**config.mk**
```make
export PLATFORM = sky130hd
export DESIGN_NAME = mtfve_emit
export DESIGN_NICKNAME = d
export VERILOG_FILES = /design/src/sv/mtfve_pkg.sv /design/src/sv/mtfve_emit.sv
export SDC_FILE = /design/constraint.sdc
export NUM_CORES = 1
export LEC_CHECK = 0
export BUFFER_PORTS_ARGS = -buffer_cell sky130_fd_sc_hd__buf_2
export CAP_MARGIN = 20
export CORE_ASPECT_RATIO = 0.8
export CORE_MARGIN = 10
export CORE_UTILIZATION = 50
export CTS_CLUSTER_DIAMETER = 30
export DETAILED_ROUTE_END_ITERATION = 6
export PLACE_DENSITY = 0.82
export SYNTH_ARGS = -nofsm -noshare
export SYNTH_HDL_FRONTEND = slang
export SYNTH_SLANG_ARGS = --single-unit
```
**constraint.sdc**
```tcl
create_clock -name clk -period 3.8 [get_ports clk]
set_input_delay 0.38 -clock clk [delete_from_list [all_inputs] [get_ports clk]]
set_output_delay 0.38 -clock clk [all_outputs]
set_load 0.02 [all_outputs]
```
**src/sv/mtfve_pkg.sv**
```systemverilog
package mtfve_pkg;

	localparam int TABLE_DEPTH = 4096;
	localparam int POS_W = $clog2(TABLE_DEPTH);
	localparam int CNT_W = $clog2(TABLE_DEPTH + 1);
	localparam int SYM_W = 12;
	localparam int ALPH_W = 13;
	localparam logic [ALPH_W-1:0] ALPH_RESET = 13'd4096;

	localparam int VAR_W = 21;
	localparam logic [VAR_W-1:0] ONE_BYTE_LIMIT = 21'd128;
	localparam logic [VAR_W-1:0] TWO_BYTE_LIMIT = 21'd16384;
	localparam logic [7:0] CONT_BIT = 8'h80;
	localparam logic [6:0] PAYLOAD_MASK = 7'h7F;

	localparam int FIFO_DEPTH = 4;
	localparam int FIFO_AW = $clog2(FIFO_DEPTH);
	localparam int FIFO_CW = $clog2(FIFO_DEPTH + 1);

	typedef struct packed {
		logic [SYM_W-1:0] symbol;
		logic             final_req;
	} in_item_t;

	typedef struct packed {
		logic [7:0] code_byte;
		logic       last_byte;
		logic       bad_symbol;
	} out_item_t;

	typedef struct packed {
		logic [SYM_W-1:0] symbol;
		logic             final_req;
		logic             bad;
	} job_t;

	typedef struct packed {
		logic [POS_W-1:0] pos;
		logic             bad;
	} code_t;

	function automatic logic [POS_W-1:0] sym_to_pos(input logic [SYM_W-1:0] sym);
		logic [SYM_W+POS_W-1:0] w;
		w = {{POS_W{1'b0}}, sym};
		return w[POS_W-1:0];
	endfunction

endpackage

```
**src/sv/mtfve_emit.sv**
```systemverilog
module mtfve_emit (
	input  logic                  clk,
	input  logic                  arst_n,
	input  logic                  code_valid,
	input  mtfve_pkg::code_t      code,
	output logic                  code_ready,
	output logic                  out_valid,
	output mtfve_pkg::out_item_t  out_item,
	input  logic                  out_stall
);

	logic                         busy_q;
	logic [mtfve_pkg::VAR_W-1:0]  pos_x_q;
	logic                         bad_q;
	logic [1:0]                   left_q;
	logic                         out_vld_q;
	mtfve_pkg::out_item_t         out_q;

	logic [mtfve_pkg::VAR_W-1:0]  load_pos;
	logic [1:0]                   load_len;
	logic                         out_free;
	mtfve_pkg::out_item_t         next_byte;

	assign code_ready = !busy_q;
	assign out_free = !out_vld_q || !out_stall;
	assign out_valid = out_vld_q;
	assign out_item = out_q;
	assign load_pos = code.bad ? '0 : mtfve_pkg::VAR_W'(code.pos);

	always_comb begin
		if (code.bad || (load_pos < mtfve_pkg::ONE_BYTE_LIMIT)) begin
			load_len = 2'd1;
		end else if (load_pos < mtfve_pkg::TWO_BYTE_LIMIT) begin
			load_len = 2'd2;
		end else begin
			load_len = 2'd3;
		end
	end

	always_comb begin
		case (left_q)
			2'd3: begin
				next_byte.code_byte = mtfve_pkg::CONT_BIT | {1'b0, pos_x_q[20:14]};
				next_byte.last_byte = 1'b0;
				next_byte.bad_symbol = 1'b0;
			end
			2'd2: begin
				next_byte.code_byte = mtfve_pkg::CONT_BIT | {1'b0, pos_x_q[13:7]};
				next_byte.last_byte = 1'b0;
				next_byte.bad_symbol = 1'b0;
			end
			default: begin
				next_byte.code_byte = {1'b0, pos_x_q[6:0] & mtfve_pkg::PAYLOAD_MASK};
				next_byte.last_byte = 1'b1;
				next_byte.bad_symbol = bad_q;
			end
		endcase
	end

	always_ff @(posedge clk or negedge arst_n) begin
		if (!arst_n) begin
			busy_q <= 1'b0;
			pos_x_q <= '0;
			bad_q <= 1'b0;
			left_q <= '0;
			out_vld_q <= 1'b0;
			out_q <= '0;
		end else begin
			if (code_valid && !busy_q) begin
				busy_q <= 1'b1;
				pos_x_q <= load_pos;
				bad_q <= code.bad;
				left_q <= load_len;
			end
			if (out_free) begin
				if (busy_q) begin
					out_vld_q <= 1'b1;
					out_q <= next_byte;
					left_q <= left_q - 2'd1;
					if (left_q == 2'd1) begin
						busy_q <= 1'b0;
					end
				end else begin
					out_vld_q <= 1'b0;
				end
			end
		end
	end

endmodule

```
# Word level (Yosys, flattened, before mapping)
# Index checks and enable logic that the tools add are counted.
# word_totals
elab_cells	33
reg_bits	36
output_inout_bits	12
in_bits	17
# classes
reduce_logical	7
magnitude_cmp	2
addsub	1
n_eq_ne	3
muxes	12
# op_table
cell	n
10-bit one-hot mux with 2 select lines	1
12-bit by 15-bit < comparator with 1-bit output (second input constant)	1
12-bit by 8-bit < comparator with 1-bit output (second input constant)	1
12-bit 2-to-1 mux	1
2-bit 2-to-1 mux	4
1-bit 2-to-1 mux	6
2-bit == test (second input constant)	2
1-bit zero test	3
2-bit by 1-bit == test with 1-bit output (second input constant)	1
1-bit logical OR	2
2-bit AND reduction	1
2-bit by 1-bit subtractor with 2-bit output (second input constant)	1
1-bit logical AND	1

# Depth between registers and ports, before layout
# depth
word_depth	7
mapped_depth	5

# Least setup slack after synthesis
# OpenSTA, ideal clock, no wires.
# synth_timing
kind	register -> register
from	register left_q[0]
to	register out_q (netlist bit out_item[9])
synth_period_minus_slack_ps	1313
setup_ps	119
path_buffers	0
setup_slack_ps	2487
arrival_ps	1194
path_stages_with_launch	6
t_required_ps	3681
path_cell_list	dfrtp_1 inv_1 ha_1 nor2_1 nand2_1 o21a_1
# synth_between
elab_chain_cells	2
# synth_rtl
element	line_no	rtl
start: declaration	mtfve_emit.sv:15	logic [1:0] left_q;
start signal: assignment	mtfve_emit.sv:73	left_q <= load_len;
start signal: assignment	mtfve_emit.sv:79	left_q <= left_q - 2'd1;
2-bit == test	mtfve_emit.sv:41	case (left_q)
10-bit one-hot mux with 2 select lines *	mtfve_emit.sv:41	
end signal: assignment	mtfve_emit.sv:78	out_q <= next_byte;
end: declaration	mtfve_emit.sv:17	mtfve_pkg::out_item_t out_q;
# Mark *: on every way between the ends. The rest lies on a longest branch, timed or not.
# A chain may end at the register's enable or synchronous reset.

# Worst setup path in the final report
# layout_timing
from	register left_q[0]
to	register out_q (netlist bit out_item[2])
# Same word-level chain as after synthesis.

==> results.py <==
metrics = {
    "clock_tree": {
        "clk_path_buf_depth": 2,
        "clock_tree.htree_level_count": 1,
        "clk_transition_reported_paths_ns": 0.15,
        "ctsHoldBuffers": 0,
        "cts-root-buf": "clkbuf_4",
        "cts.sink_count": 27,
        "clk_latency_ns": 0.33,
        "clock_tree_from_tritoncts": "yes",
        "postCtsSetupRepairBufs": 0,
        "cts-resized-gates": 0,
        "tritoncts.num_buffers": 3,
    },
    "route": {
        "routedWlPerCell_um": 14.78,
        "detailedRoute.firstPassIterationCount": 2,
        "route.detailed.drc": 0,
        "number_of_nets_with_antenna_violations_after_routing": 0,
        "drtIter0Drc": 31,
        "route.final.wire_length_mm": 2.543,
        "dr_total_vias": 918,
        "avgViaCountPerCell": 5.337,
    },
    "synth": {
        "synth.avg_cell_area_um2": 9.926,
        "postSynthNetCount": 140,
        "yosys_register_bits": 27,
        "synth_top_area_frac": 0.5672,
        "post_synth_num_cell_types": 23,
        "synth_most_common_cell": "dfrtp_1",
        "syn_inst": 120,
        "synth.top_cells.by_area": "dfrtp_1 57%, nand2_1 7.9%, nand2b_1 6.3%",
        "area_leader_netlist": "dfrtp_1",
        "synth.yosys.warnings": 0,
        "synth_edf_count": 0,
        "dominantRegCellSynth": "dfrtp_1",
        "ys_async_sr_fraction": 1.000,
        "part_of_the_yosys_area_used_for_sequential_elements": 0.5672,
        "netlist_area_mm2": 0.001191,
        "synth.top_cells.by_count": "27 x dfrtp_1, 25 x nand2_1, 12 x nand2b_1, 12 x nor2_1, 12 x o21ai_0",
    },
    "layout": {
        "antenna_cells_inserted": 0,
        "finish.cell_count_without_fillers": 172,
        "nets": 168,
        "final_core_util": 0.6141,
        "drive_above_1_share": 0.2449,
        "syn2layout_area_growth_pct": 14.18,
    },
    "global_routing": {
        "gr-total-overflow": 0,
        "grt_max_degree": 28,
        "antenna_found_initial": 0,
        "grt_first_pass_wirelength_mm": 4.395,
        "grt_util_all_layers": 0.1170,
        "grt_pass1_vias": 968,
    },
    "pwr": {
        "combinationalPowerShare": 0.419,
        "p_int_w": 0.0006016,
        "vdd_ir_drop_max_mv": 0.3516,
        "power_density_mw_per_mm2": 756.4,
        "power.share.sequential": 0.463,
        "power_switching_share": 0.4152,
        "clock_power_share": 0.119,
        "switching_pwr_w": 0.0004271,
        "p_leak_nw": 0.6953,
    },
    "floorplanning": {
        "floorplan.io_pins": 29,
        "floorplan.core_area_mm2": 0.002215,
        "die_w_um": 74.57,
        "starting_density": 0.5379,
        "core.rowCount": 15,
        "design.die.area_mm2": 0.004747,
        "die_h_um": 63.66,
    },
    "placement": {
        "placedCellCount": 168,
        "detailed_place_hpwl_mm": 1.936,
        "numPortBuffers": 28,
        "globalplace.congestion": 0.8416,
    },
    "timing": {
        "unrepaired_setup_endpoints_after_global_routing": "false",
        "fmax_mhz": 610.7,
        "maxSlewHeadroom": 0.5965,
        "finalClockSkew_ns": 0.01412,
        "final_max_slew_viol_count": 0,
        "fin_setup_tns_ns": 0,
        "post-route-min-period_ns": 1.637,
        "max_slew.worst_pin.slew_ns": 0.6030,
        "final_min_period_over_clock_period": 0.4309,
        "timing_hold_violations_final": 0,
        "finalSetupViolCount": 0,
    },
    "worst_setup_path": {
        "worstPathRequired_ns": 4.07,
        "rrSetupSlack_ns": 2.16,
        "critical_path.endpoint": "out_item[2]$_DFFE_PN0P_",
        "worstPathArrival_ns": 1.91,
        "crit_path_start_kind": "register",
        "reg2reg_depth": 5,
        "cp-end-kind": "register",
        "launching_instance_or_port_of_the_critical_path": "left_q[0]$_DFF_PN0_",
        "critical_path.reg2reg.endpoint": "out_item[2]$_DFFE_PN0P_",
        "critPathMaxFanout": 8,
        "setup.worst_path.class": "register to register",
        "launching_point_of_the_worst_reg2reg_path": "left_q[0]$_DFF_PN0_",
    },
    "min_path": {
        "hold_class": "input pin to asynchronous set/reset pin",
    },
    "run_status": {
        "outcome": "finished clean",
    },
    "run": {
        "max_cap_viols": 0,
    },
}
-- metal layers --
metal	share of wire	GRT usage	wire, um
met5	0	0	0
met4	0.015	0.04245	38
met3	0.072	0.04225	183
met2	0.49	0.2006	1253
met1	0.42	0.1272	1068
-- layout make-up --
| type | count | area, um^2 |
|---|---|---|
| Multi-Input combinational cell | 84 | 469.2 |
| Clock inverter | 1 | 5.005 |
| Tap cell | 25 | 31.28 |
| Fill cell | 199 | 854.6 |
| Clock buffer | 3 | 22.52 |
| Inverter | 3 | 11.26 |
| Sequential cell | 27 | 675.6 |
| Timing Repair Buffer | 29 | 145.1 |
-- critical path: stages (launching register included) --
cell      delay (ns)
dfrtp_1         0.44
inv_1           0.06
ha_1            0.27
nor2_1          0.50
a221oi_1        0.20
nor2_1          0.12
-- metrics by stage --
| step | hold WS (ns) | instance area (um^2) | total power [W] | worst slack, ns |
|---|---|---|---|---|
| 6_report | 0.02377 | 1360 | 0.001029 | 2.163 |
| 5_1_grt | 0.05643 | 1360 | 0.001124 | 2.014 |
| 4_1_cts | 0.04104 | 1360 | 0.001040 | 2.168 |
| 3_5_place_dp | 0.4146 | 1333 | 0.0009208 | 2.183 |
| 3_3_place_gp | 0.4090 | 1328 | 0.0008964 | 1.957 |
| 2_1_floorplan | 0.08441 | 1191 | 0.0007804 | 2.487 |
-- how the worst min path moves through the flow --
stage          startpoint                       to  slack [ns]
2_1_floorplan      arst_n        bad_q$_DFFE_PN0P_        0.08
3_3_place_gp       arst_n    out_valid$_DFFE_PN0N_        0.41
3_5_place_dp       arst_n  out_item[1]$_DFFE_PN0P_        0.41
4_1_cts            arst_n  out_item[1]$_DFFE_PN0P_        0.04
5_1_grt            arst_n  out_item[1]$_DFFE_PN0P_        0.06
6_report           arst_n  out_item[1]$_DFFE_PN0P_        0.02
-- placed cells by master, fill, tap and decap left out --
cell and n:
buf_2 29, dfrtp_1 27, nand2_1 25, nor2_1 12
nand2b_1 12, o21ai_0 12, a221oi_1 5, nand3_1 4
inv_1 3, ha_1 3, clkbuf_4 3, a21bo_2 1
nand2b_4 1, or3_1 1, nand3b_1 1, o41a_1 1
o211ai_1 1, a31oi_1 1, o221a_2 1, a21boi_0 1
a21oi_1 1, o21a_1 1, clkinv_2 1
-- logic make-up after synthesis --
group                      synth area share
buffers and inverters               0.03886
DFF                                  0.5672
adders and majority gates           0.03152
AOI/OAI and AO/OA                    0.1429
and+or+nand+nor                      0.2195
-- power by group through the flow --
stage	combinational [W]	sequential, W	clock [W]
after floorplan	0.000245	0.000535	0
after detailed placement	0.000437	0.000483	0
after global routing	0.000493	0.000493	0.000137
after CTS	0.000438	0.000476	0.000126
after global placement	0.000421	0.000475	0
final	0.000431	0.000476	0.000122
-- registers in the layout, summed over array words and instances, names as in the netlist --
register / count
pos_x_q: 12
out_item: 10
left_q: 2
bad_q: 1
busy_q: 1
out_valid: 1
Note: power is estimated with default switching activity, not from simulation.
