`config.mk`:
```
export PLATFORM = sky130hd
export DESIGN_NAME = mtfve_front
export DESIGN_NICKNAME = d
export VERILOG_FILES = /design/src/sv/mtfve_pkg.sv /design/src/sv/mtfve_fifo.sv /design/src/sv/mtfve_front.sv
export SDC_FILE = /design/constraint.sdc
export NUM_CORES = 1
export LEC_CHECK = 0
export ABC_AREA = 1
export BUFFER_PORTS_ARGS = -buffer_cell sky130_fd_sc_hd__buf_2
export CAP_MARGIN = 40
export CORE_MARGIN = 2
export CORE_UTILIZATION = 52
export DETAILED_ROUTE_END_ITERATION = 6
export PLACE_DENSITY = 0.84
export SYNTH_ARGS = -nofsm -noshare
export SYNTH_HDL_FRONTEND = slang
export SYNTH_HIERARCHICAL = 1
export SYNTH_SLANG_ARGS = --single-unit
```
`constraint.sdc`:
```
create_clock -name clk -period 1.4 [get_ports clk]
set_input_delay 0.07 -clock clk [delete_from_list [all_inputs] [get_ports clk]]
set_output_delay 0.07 -clock clk [all_outputs]
set_load 0.01 [all_outputs]
```
`src/sv/mtfve_pkg.sv`:
```
package mtfve_pkg;

	localparam int TABLE_DEPTH = 4096;
	localparam int POS_W = $clog2(TABLE_DEPTH);
	localparam int CNT_W = $clog2(TABLE_DEPTH + 1);
	localparam int SYM_W = 12;
	localparam int ALPH_W = 13;
	localparam logic [ALPH_W-1:0] ALPH_RESET = 13'd4096;

	localparam int VAR_W = 21;
	localparam logic [VAR_W-1:0] ONE_BYTE_LIMIT = 21'd128;
	localparam logic [VAR_W-1:0] TWO_BYTE_LIMIT = 21'd16384;
	localparam logic [7:0] CONT_BIT = 8'h80;
	localparam logic [6:0] PAYLOAD_MASK = 7'h7F;

	localparam int FIFO_DEPTH = 4;
	localparam int FIFO_AW = $clog2(FIFO_DEPTH);
	localparam int FIFO_CW = $clog2(FIFO_DEPTH + 1);

	typedef struct packed {
		logic [SYM_W-1:0] symbol;
		logic             final_req;
	} in_item_t;

	typedef struct packed {
		logic [7:0] code_byte;
		logic       last_byte;
		logic       bad_symbol;
	} out_item_t;

	typedef struct packed {
		logic [SYM_W-1:0] symbol;
		logic             final_req;
		logic             bad;
	} job_t;

	typedef struct packed {
		logic [POS_W-1:0] pos;
		logic             bad;
	} code_t;

	function automatic logic [POS_W-1:0] sym_to_pos(input logic [SYM_W-1:0] sym);
		logic [SYM_W+POS_W-1:0] w;
		w = {{POS_W{1'b0}}, sym};
		return w[POS_W-1:0];
	endfunction

endpackage

```
`src/sv/mtfve_fifo.sv`:
```
module mtfve_fifo (
	input  logic               clk,
	input  logic               arst_n,
	input  logic               push,
	input  mtfve_pkg::job_t    push_data,
	input  logic               pop,
	output mtfve_pkg::job_t    head,
	output logic               not_empty,
	output logic               full
);

	mtfve_pkg::job_t slot_q [mtfve_pkg::FIFO_DEPTH];
	logic [mtfve_pkg::FIFO_AW-1:0] wr_ptr_q;
	logic [mtfve_pkg::FIFO_AW-1:0] rd_ptr_q;
	logic [mtfve_pkg::FIFO_CW-1:0] count_q;

	assign head = slot_q[rd_ptr_q];
	assign not_empty = count_q != '0;
	assign full = count_q == mtfve_pkg::FIFO_CW'(mtfve_pkg::FIFO_DEPTH);

	always_ff @(posedge clk) begin
		if (push) begin
			slot_q[wr_ptr_q] <= push_data;
		end
	end

	always_ff @(posedge clk or negedge arst_n) begin
		if (!arst_n) begin
			wr_ptr_q <= '0;
			rd_ptr_q <= '0;
			count_q <= '0;
		end else begin
			if (push) begin
				wr_ptr_q <= wr_ptr_q + mtfve_pkg::FIFO_AW'(1);
			end
			if (pop) begin
				rd_ptr_q <= rd_ptr_q + mtfve_pkg::FIFO_AW'(1);
			end
			if (push && !pop) begin
				count_q <= count_q + mtfve_pkg::FIFO_CW'(1);
			end else if (pop && !push) begin
				count_q <= count_q - mtfve_pkg::FIFO_CW'(1);
			end
		end
	end

endmodule

```
`src/sv/mtfve_front.sv`:
```
module mtfve_front (
	input  logic                            clk,
	input  logic                            arst_n,
	input  logic                            cfg_we,
	input  logic [mtfve_pkg::ALPH_W-1:0]    cfg_data,
	input  logic                            sym_valid,
	output logic                            sym_stall,
	input  mtfve_pkg::in_item_t             sym_item,
	output logic                            job_valid,
	output mtfve_pkg::job_t                 job,
	input  logic                            job_pop
);

	logic [mtfve_pkg::ALPH_W-1:0] alph_q;
	logic                         full;
	logic                         push;
	mtfve_pkg::job_t              push_data;

	always_ff @(posedge clk or negedge arst_n) begin
		if (!arst_n) begin
			alph_q <= mtfve_pkg::ALPH_RESET;
		end else if (cfg_we) begin
			alph_q <= cfg_data;
		end
	end

	always_comb begin
		push_data.symbol = sym_item.symbol;
		push_data.final_req = sym_item.final_req;
		push_data.bad = ({1'b0, sym_item.symbol} >= alph_q) ||
			(32'(sym_item.symbol) >= 32'(mtfve_pkg::TABLE_DEPTH));
	end

	assign sym_stall = full;
	assign push = sym_valid && !full;

	mtfve_fifo u_fifo (
		.clk       (clk),
		.arst_n    (arst_n),
		.push      (push),
		.push_data (push_data),
		.pop       (job_pop),
		.head      (job),
		.not_empty (job_valid),
		.full      (full)
	);

endmodule

```
==> Word-level counts from Yosys, hierarchy flattened <==
Memories as Yosys holds them, arrays and structs flattened.
Cells that the tools add are included.
{ "totals": {"ram_bits": 56, "output_inout_bits": 16, "elab_cells": 23, "register_bits": 20, "inputBits": 31, "mem_count": 1} }
{ "op_classes": {"n_reduce_logical": 8, "magnitude_cmp": 1, "muxes": 4, "n_addsub": 4, "eq_ne": 1} }
{ "memory_table": {"columns": ["name", "depth", "width", "rd", "rd_ports_with_merged_regs", "write_ports", "line_no", "source"], "rows": [
  ["u_fifo.slot_q", 4, 14, 1, 0, 1, "mtfve_fifo.sv:12", "mtfve_pkg::job_t slot_q [mtfve_pkg::FIFO_DEPTH];"]
]} }
{ "ops": {"columns": ["op", "n"], "rows": [
  [">= comparator 12 x 13 -> 1 bit", 1],
  ["two-way mux 3 bit", 2],
  ["adder 2 x 1 -> 2 bit, second input constant", 2],
  ["adder 3 x 1 -> 3 bit, second input constant", 1],
  ["equality test 3 bit, second input constant", 1],
  ["logical AND 1 bit", 3],
  ["zero test 1 bit", 3],
  ["nonzero test 3 bit", 1],
  ["subtractor 3 x 1 -> 3 bit, second input constant", 1],
  ["two-way mux 1 bit", 2],
  ["nonzero test 2 bit", 1]
]} }

==> Longest topological paths before layout <==
{ "logic_depth": {"word_depth": 7, "mapped_depth": 11, "depth_no_buf": 11} }

==> By module <==
Netlist, hierarchy kept.
{ "modules_own_cells": {"columns": ["module", "area_each_um2", "seq_area_each_um2", "cells_per_inst", "instances"], "rows": [
  ["mtfve_fifo", 2738.9, 1856.8, 211, 1],
  ["mtfve_front", 809.5, 326.6, 102, 1]
]} }

==> Worst setup path before layout <==
Ideal clock, no wire load.
{ "synth_timing": {"path_type": "reg2reg", "startpoint": "register u_fifo/count_q[0] (netlist name)", "endpoint": "register u_fifo/count_q[1] (netlist name)", "path_buffers": 0, "setup_slack_ns": -0.417, "period_less_slack_ns": 1.817, "setup_ns": 0.117, "arrival_ns": 1.700, "path_stages_with_launch": 8, "t_required_ns": 1.283, "path_cell_list": "dfrtp_1 > nor3_1 > nor2_1 > ha_1 > inv_1 > fa_1 > nand2_1 > nand2_1"} }
{ "synth_between": {"elab_chain_cells": 6, "elab_cells_between_ends": 11, "cone_classes": "2 x add/sub; 1 x eq/ne; 2 x mux; 6 x reduce/logical"} }
{ "synth_rtl": {"columns": ["element", "line_no", "source"], "rows": [
  ["from (decl)", "mtfve_fifo.sv:15", "logic [mtfve_pkg::FIFO_CW-1:0] count_q;"],
  ["from (signal assigned)", "mtfve_fifo.sv:40", "count_q <= count_q + mtfve_pkg::FIFO_CW'(1);"],
  ["from (signal assigned)", "mtfve_fifo.sv:42", "count_q <= count_q - mtfve_pkg::FIFO_CW'(1);"],
  ["equality test 3 bit *", "mtfve_fifo.sv:19", "assign full = count_q == mtfve_pkg::FIFO_CW'(mtfve_pkg::FIFO_DEPTH);"],
  ["net sym_stall", "mtfve_front.sv:7", "output logic sym_stall,"],
  ["zero test 1 bit *", "mtfve_front.sv:35", "assign push = sym_valid && !full;"],
  ["logical AND 1 bit *", "mtfve_front.sv:35", null],
  ["net push", "mtfve_front.sv:16", "logic push;"],
  ["zero test 1 bit", "mtfve_fifo.sv:41", "end else if (pop && !push) begin"],
  ["logical AND 1 bit", "mtfve_fifo.sv:41", null],
  ["nonzero test 2 bit (no source line)", null, null]
]} }
Mark *: on every way through the listed nets, which the timed path passes. The rest lies on a longest branch. The select of a mux whose other input is x is not followed.
A chain may end at the register's enable or synchronous reset.

==> Worst setup path in the final report <==
{ "layout_timing": {"startpoint": "register u_fifo/count_q[2] (netlist name)", "endpoint": "register u_fifo/count_q[2] (netlist name)"} }
{ "layout_between": {"elab_chain_cells": 6, "elab_cells_between_ends": 11, "cone_classes": "2 x add/sub; 1 x eq/ne; 2 x mux; 6 x reduce/logical"} }
{ "layout_rtl": {"columns": ["element", "line_no"], "rows": [
  ["equality test 3 bit *", "mtfve_fifo.sv:19"],
  ["zero test 1 bit *", "mtfve_front.sv:35"],
  ["logical AND 1 bit *", "mtfve_front.sv:35"],
  ["net push", "mtfve_front.sv:16"],
  ["zero test 1 bit", "mtfve_fifo.sv:41"],
  ["logical AND 1 bit", "mtfve_fifo.sv:41"],
  ["nonzero test 2 bit (no source line)", null]
]} }
Marked as above.

==> results.json <==
{
  "timing.critical_path.fanout_max": 2,
  "p_per_area_nw_per_um2": 1830,
  "cts-root-buf": "clkbuf_8",
  "maxCapViolCount": 0,
  "hp-start": "sym_item[5]",
  "post_synth_fa_ha_maj_area_fraction_pct": 6.559,
  "min_path_cells": 1,
  "wl_per_cell_um": 16.46,
  "syn-num-nets": 362,
  "crit_arrival_ps": 1880,
  "cp_num_buf_inv": 3,
  "fin_nets": 467,
  "hpwl_um": 4508,
  "clk_latency_ps": 350,
  "die_width_um": 86.61,
  "power_frac_comb_pct": 44.1,
  "tightestPinTransition_ps": 470.1,
  "cts_buffers": 9,
  "ios": 47,
  "regToRegSetupSlack_ps": -250,
  "slew_violations": 0,
  "ys_seq_area_share_pct": 61.53,
  "max_slew_margin_pct": 68.66,
  "p_leak_nw": 2.194,
  "ys.flop_type": "edfxtp_1",
  "io_buffers": 46,
  "violations": "setup timing",
  "internal_power_mw": 5.982,
  "power_mw": 9.084,
  "cts.sink_count": 76,
  "vias_per_cell": 5.191,
  "r2r-end": "u_fifo/count_q[2]",
  "cp_top_family": "adder cells",
  "swShare_pct": 34.15,
  "cp_slowest_cell": "dfrtp_1",
  "post-route-util_pct": 74.29,
  "synth_top_family_by_area": "simple AND/OR/NAND/NOR gates",
  "syn_inst": 313,
  "cp-end-kind": "register",
  "cts_tree": "built",
  "status": "complete, but fails checks",
  "pwr-share-seq_pct": 34.8,
  "grt_pass1_vias": 2734,
  "pwr-share-clk_pct": 21.1,
  "worstPathRequired_ps": 1630,
  "place.gp.congestion": 0.7889,
  "rows": 30,
  "synth_top_area_cell": "edfxtp_1",
  "setup_viol": 76,
  "crit_chain": "inv_2, nor3_4, nor2_2, ha_2, inv_2, fa_2, inv_1, nand2_2, nand4_1, nand2_1",
  "clk_pin_slew_ps": 70,
  "period_share_pct": 117.7,
  "rsz0062_at_grt": "true",
  "ys_top_cells_by_area": "edfxtp_1, dfrtp_1, nand2_1",
  "synth_warnings": 6,
  "synth-edff-count": 56,
  "cp_common_cell": "inv_2",
  "drt_iter0_drc": 198,
  "overflow": 0,
  "clockBufferDepth": 2,
  "die_h_um": 86.61,
  "grt_start_max_net_pins": 26,
  "criticalPathCategory": "register to register",
  "r2r-start": "u_fifo/count_q[2]",
  "dieArea_um2": 7500,
  "critical_path.max_stage_delay_ps": 390,
  "hold_end": "u_fifo/slot_q[2][6]",
  "drive_gt1_share_pct": 40.19,
  "num_antenna_cells": 0,
  "start_util_pct": 53.11,
  "synth.top_cell.area_share_pct": 47.39,
  "hold_class": "input pin to register",
  "synthMuxAreaShare_pct": 0.3173,
  "firstDrtPassIters": 4,
  "wl_um": 8279,
  "h-tree-depth": 3,
  "syn2layout_area_growth_pct": 39.88,
  "synth_cell_types": 27,
  "synth-compound-area-share_pct": 10.30,
  "switchingPower_mw": 3.102,
  "min_period_ps": 1648,
  "final_cell_mix": "nand2_1, edfxtp_1, buf_2",
  "drtAntennaViolNets": 0,
  "synthArstFlopShare_pct": 26.32,
  "stdcell_count": 503,
  "grt_pass1_wl_um": 12790,
  "crit_path_start_kind": "register",
  "ir_drop_mv": 1.259,
  "synth_xor_area_share_pct": 0.9873,
  "ys_seq_elements": 76,
  "antenna_found_initial": 0,
  "dp.cells": 443,
  "synth-simple-area-share_pct": 11.21,
  "finClkSkew_ps": 8.527,
  "hold_viol": 0,
  "synthesis.area_um2": 3548,
  "max_freq_mhz": 606.9,
  "core_area_um2": 6681,
  "vias": 2611,
  "postLayoutSetupSlackWorst_ps": -247.8,
  "final_common_cell": "nand2_1",
  "avgSynthCellArea_um2": 11.34,
  "grt_usage_pct": 23.00,
  "drc": 0,
  "r2r_cells": 10
}
power groups by stage:
stage | combinational, mW | sequential, mW | clock (mW)
after CTS | 3.77 | 3.16 | 1.93
after floorplan | 1.99 | 3.15 | 0
after detailed placement | 2.98 | 3.17 | 0
after global placement | 2.87 | 3.14 | 0
after global routing | 4.36 | 3.20 | 2.02
final | 4.01 | 3.16 | 1.92
layout make-up:
type | count | area, µm²
Inverter | 59 | 239.0
Clock inverter | 2 | 35.03
Timing Repair Buffer | 105 | 924.6
Sequential cell | 76 | 2186
Multi-Input combinational cell | 167 | 1274
Clock buffer | 14 | 205.2
Tap cell | 80 | 100.1
Fill cell | 383 | 1718
state kept, by name (all words and copies together), names as in the netlist:
name and cells:
u_fifo/wr_ptr_q 2, u_fifo/count_q 3, alph_q 13, u_fifo/rd_ptr_q 2, u_fifo/slot_q 56
metrics by stage:
stage / hold slack (ps) / TNS, ps / instance area [µm²] / worst slack, ps
2_1_floorplan: -225.6 / -8466 / 3578 / -164.6
3_3_place_gp: 44.16 / -655.1 / 3984 / -195.2
3_5_place_dp: 53.73 / -2943 / 3984 / -311.0
4_1_cts: 8.595 / -9550 / 4781 / -213.4
5_1_grt: 14.86 / -13300 / 4964 / -306.0
6_report: 27.30 / -9389 / 4964 / -247.8
metal layers:
metal	up-vias	GRT usage [%]	share of wire, %
met5	-	0	0
met2	92	40.77	54
met3	20	5.714	5.6
met1	1251	26.01	37
li1	1248	-	-
met4	0	10.65	2.6
worst register-to-register path, stage by stage, from the launching register on:
cell and delay, ps:
dfrtp_1 390, inv_2 80, nor3_4 50, nor2_2 110
ha_2 210, inv_2 50, fa_2 350, inv_1 80
nand2_2 60, nand4_1 100, nand2_1 70
synthesized netlist by cell type, types with 4 or more instances:
cell / count
nand2_1: 81
inv_1: 57
edfxtp_1: 56
dfrtp_1: 19
ha_1: 17
o211ai_1: 14
o211ai_2: 14
o21ai_0: 12
nand2_2: 5
nor2_1: 5
buf_2: 4
nand3_1: 4
how the worst max path moves through the flow:
stage                            startpoint                end  slack, ps  cells after the start
final                     u_fifo/count_q[2]  u_fifo/count_q[2]       -250                     10
after floorplan           u_fifo/count_q[2]  u_fifo/count_q[2]       -160                     10
after CTS                 u_fifo/count_q[2]  u_fifo/count_q[2]       -210                     10
after global placement    u_fifo/count_q[2]  u_fifo/count_q[2]       -200                     10
after global routing      u_fifo/count_q[2]  u_fifo/count_q[2]       -310                     10
after detailed placement  u_fifo/count_q[2]  u_fifo/count_q[2]       -310                     10
cells by family after synthesis:
kind of cell / after synthesis
mux: 1
compound gates: 45
flops: 76
simple gates: 99
fa+ha+maj: 18
buf+inv: 70
xor+xnor: 4
timing repair:
| action | CTS | global route |
|---|---|---|
| endpoints found under the hold margin | 77 | 0 |
| cloned | 4 | 1 |
| buffers inserted | 7 | 9 |
| hold buffers | 26 | 0 |
| resized for setup | 32 | 34 |
| pin swaps | 22 | 26 |
| endpoints found under the setup margin | 76 | 76 |
No activity file was read; power rests on OpenSTA's default activity.
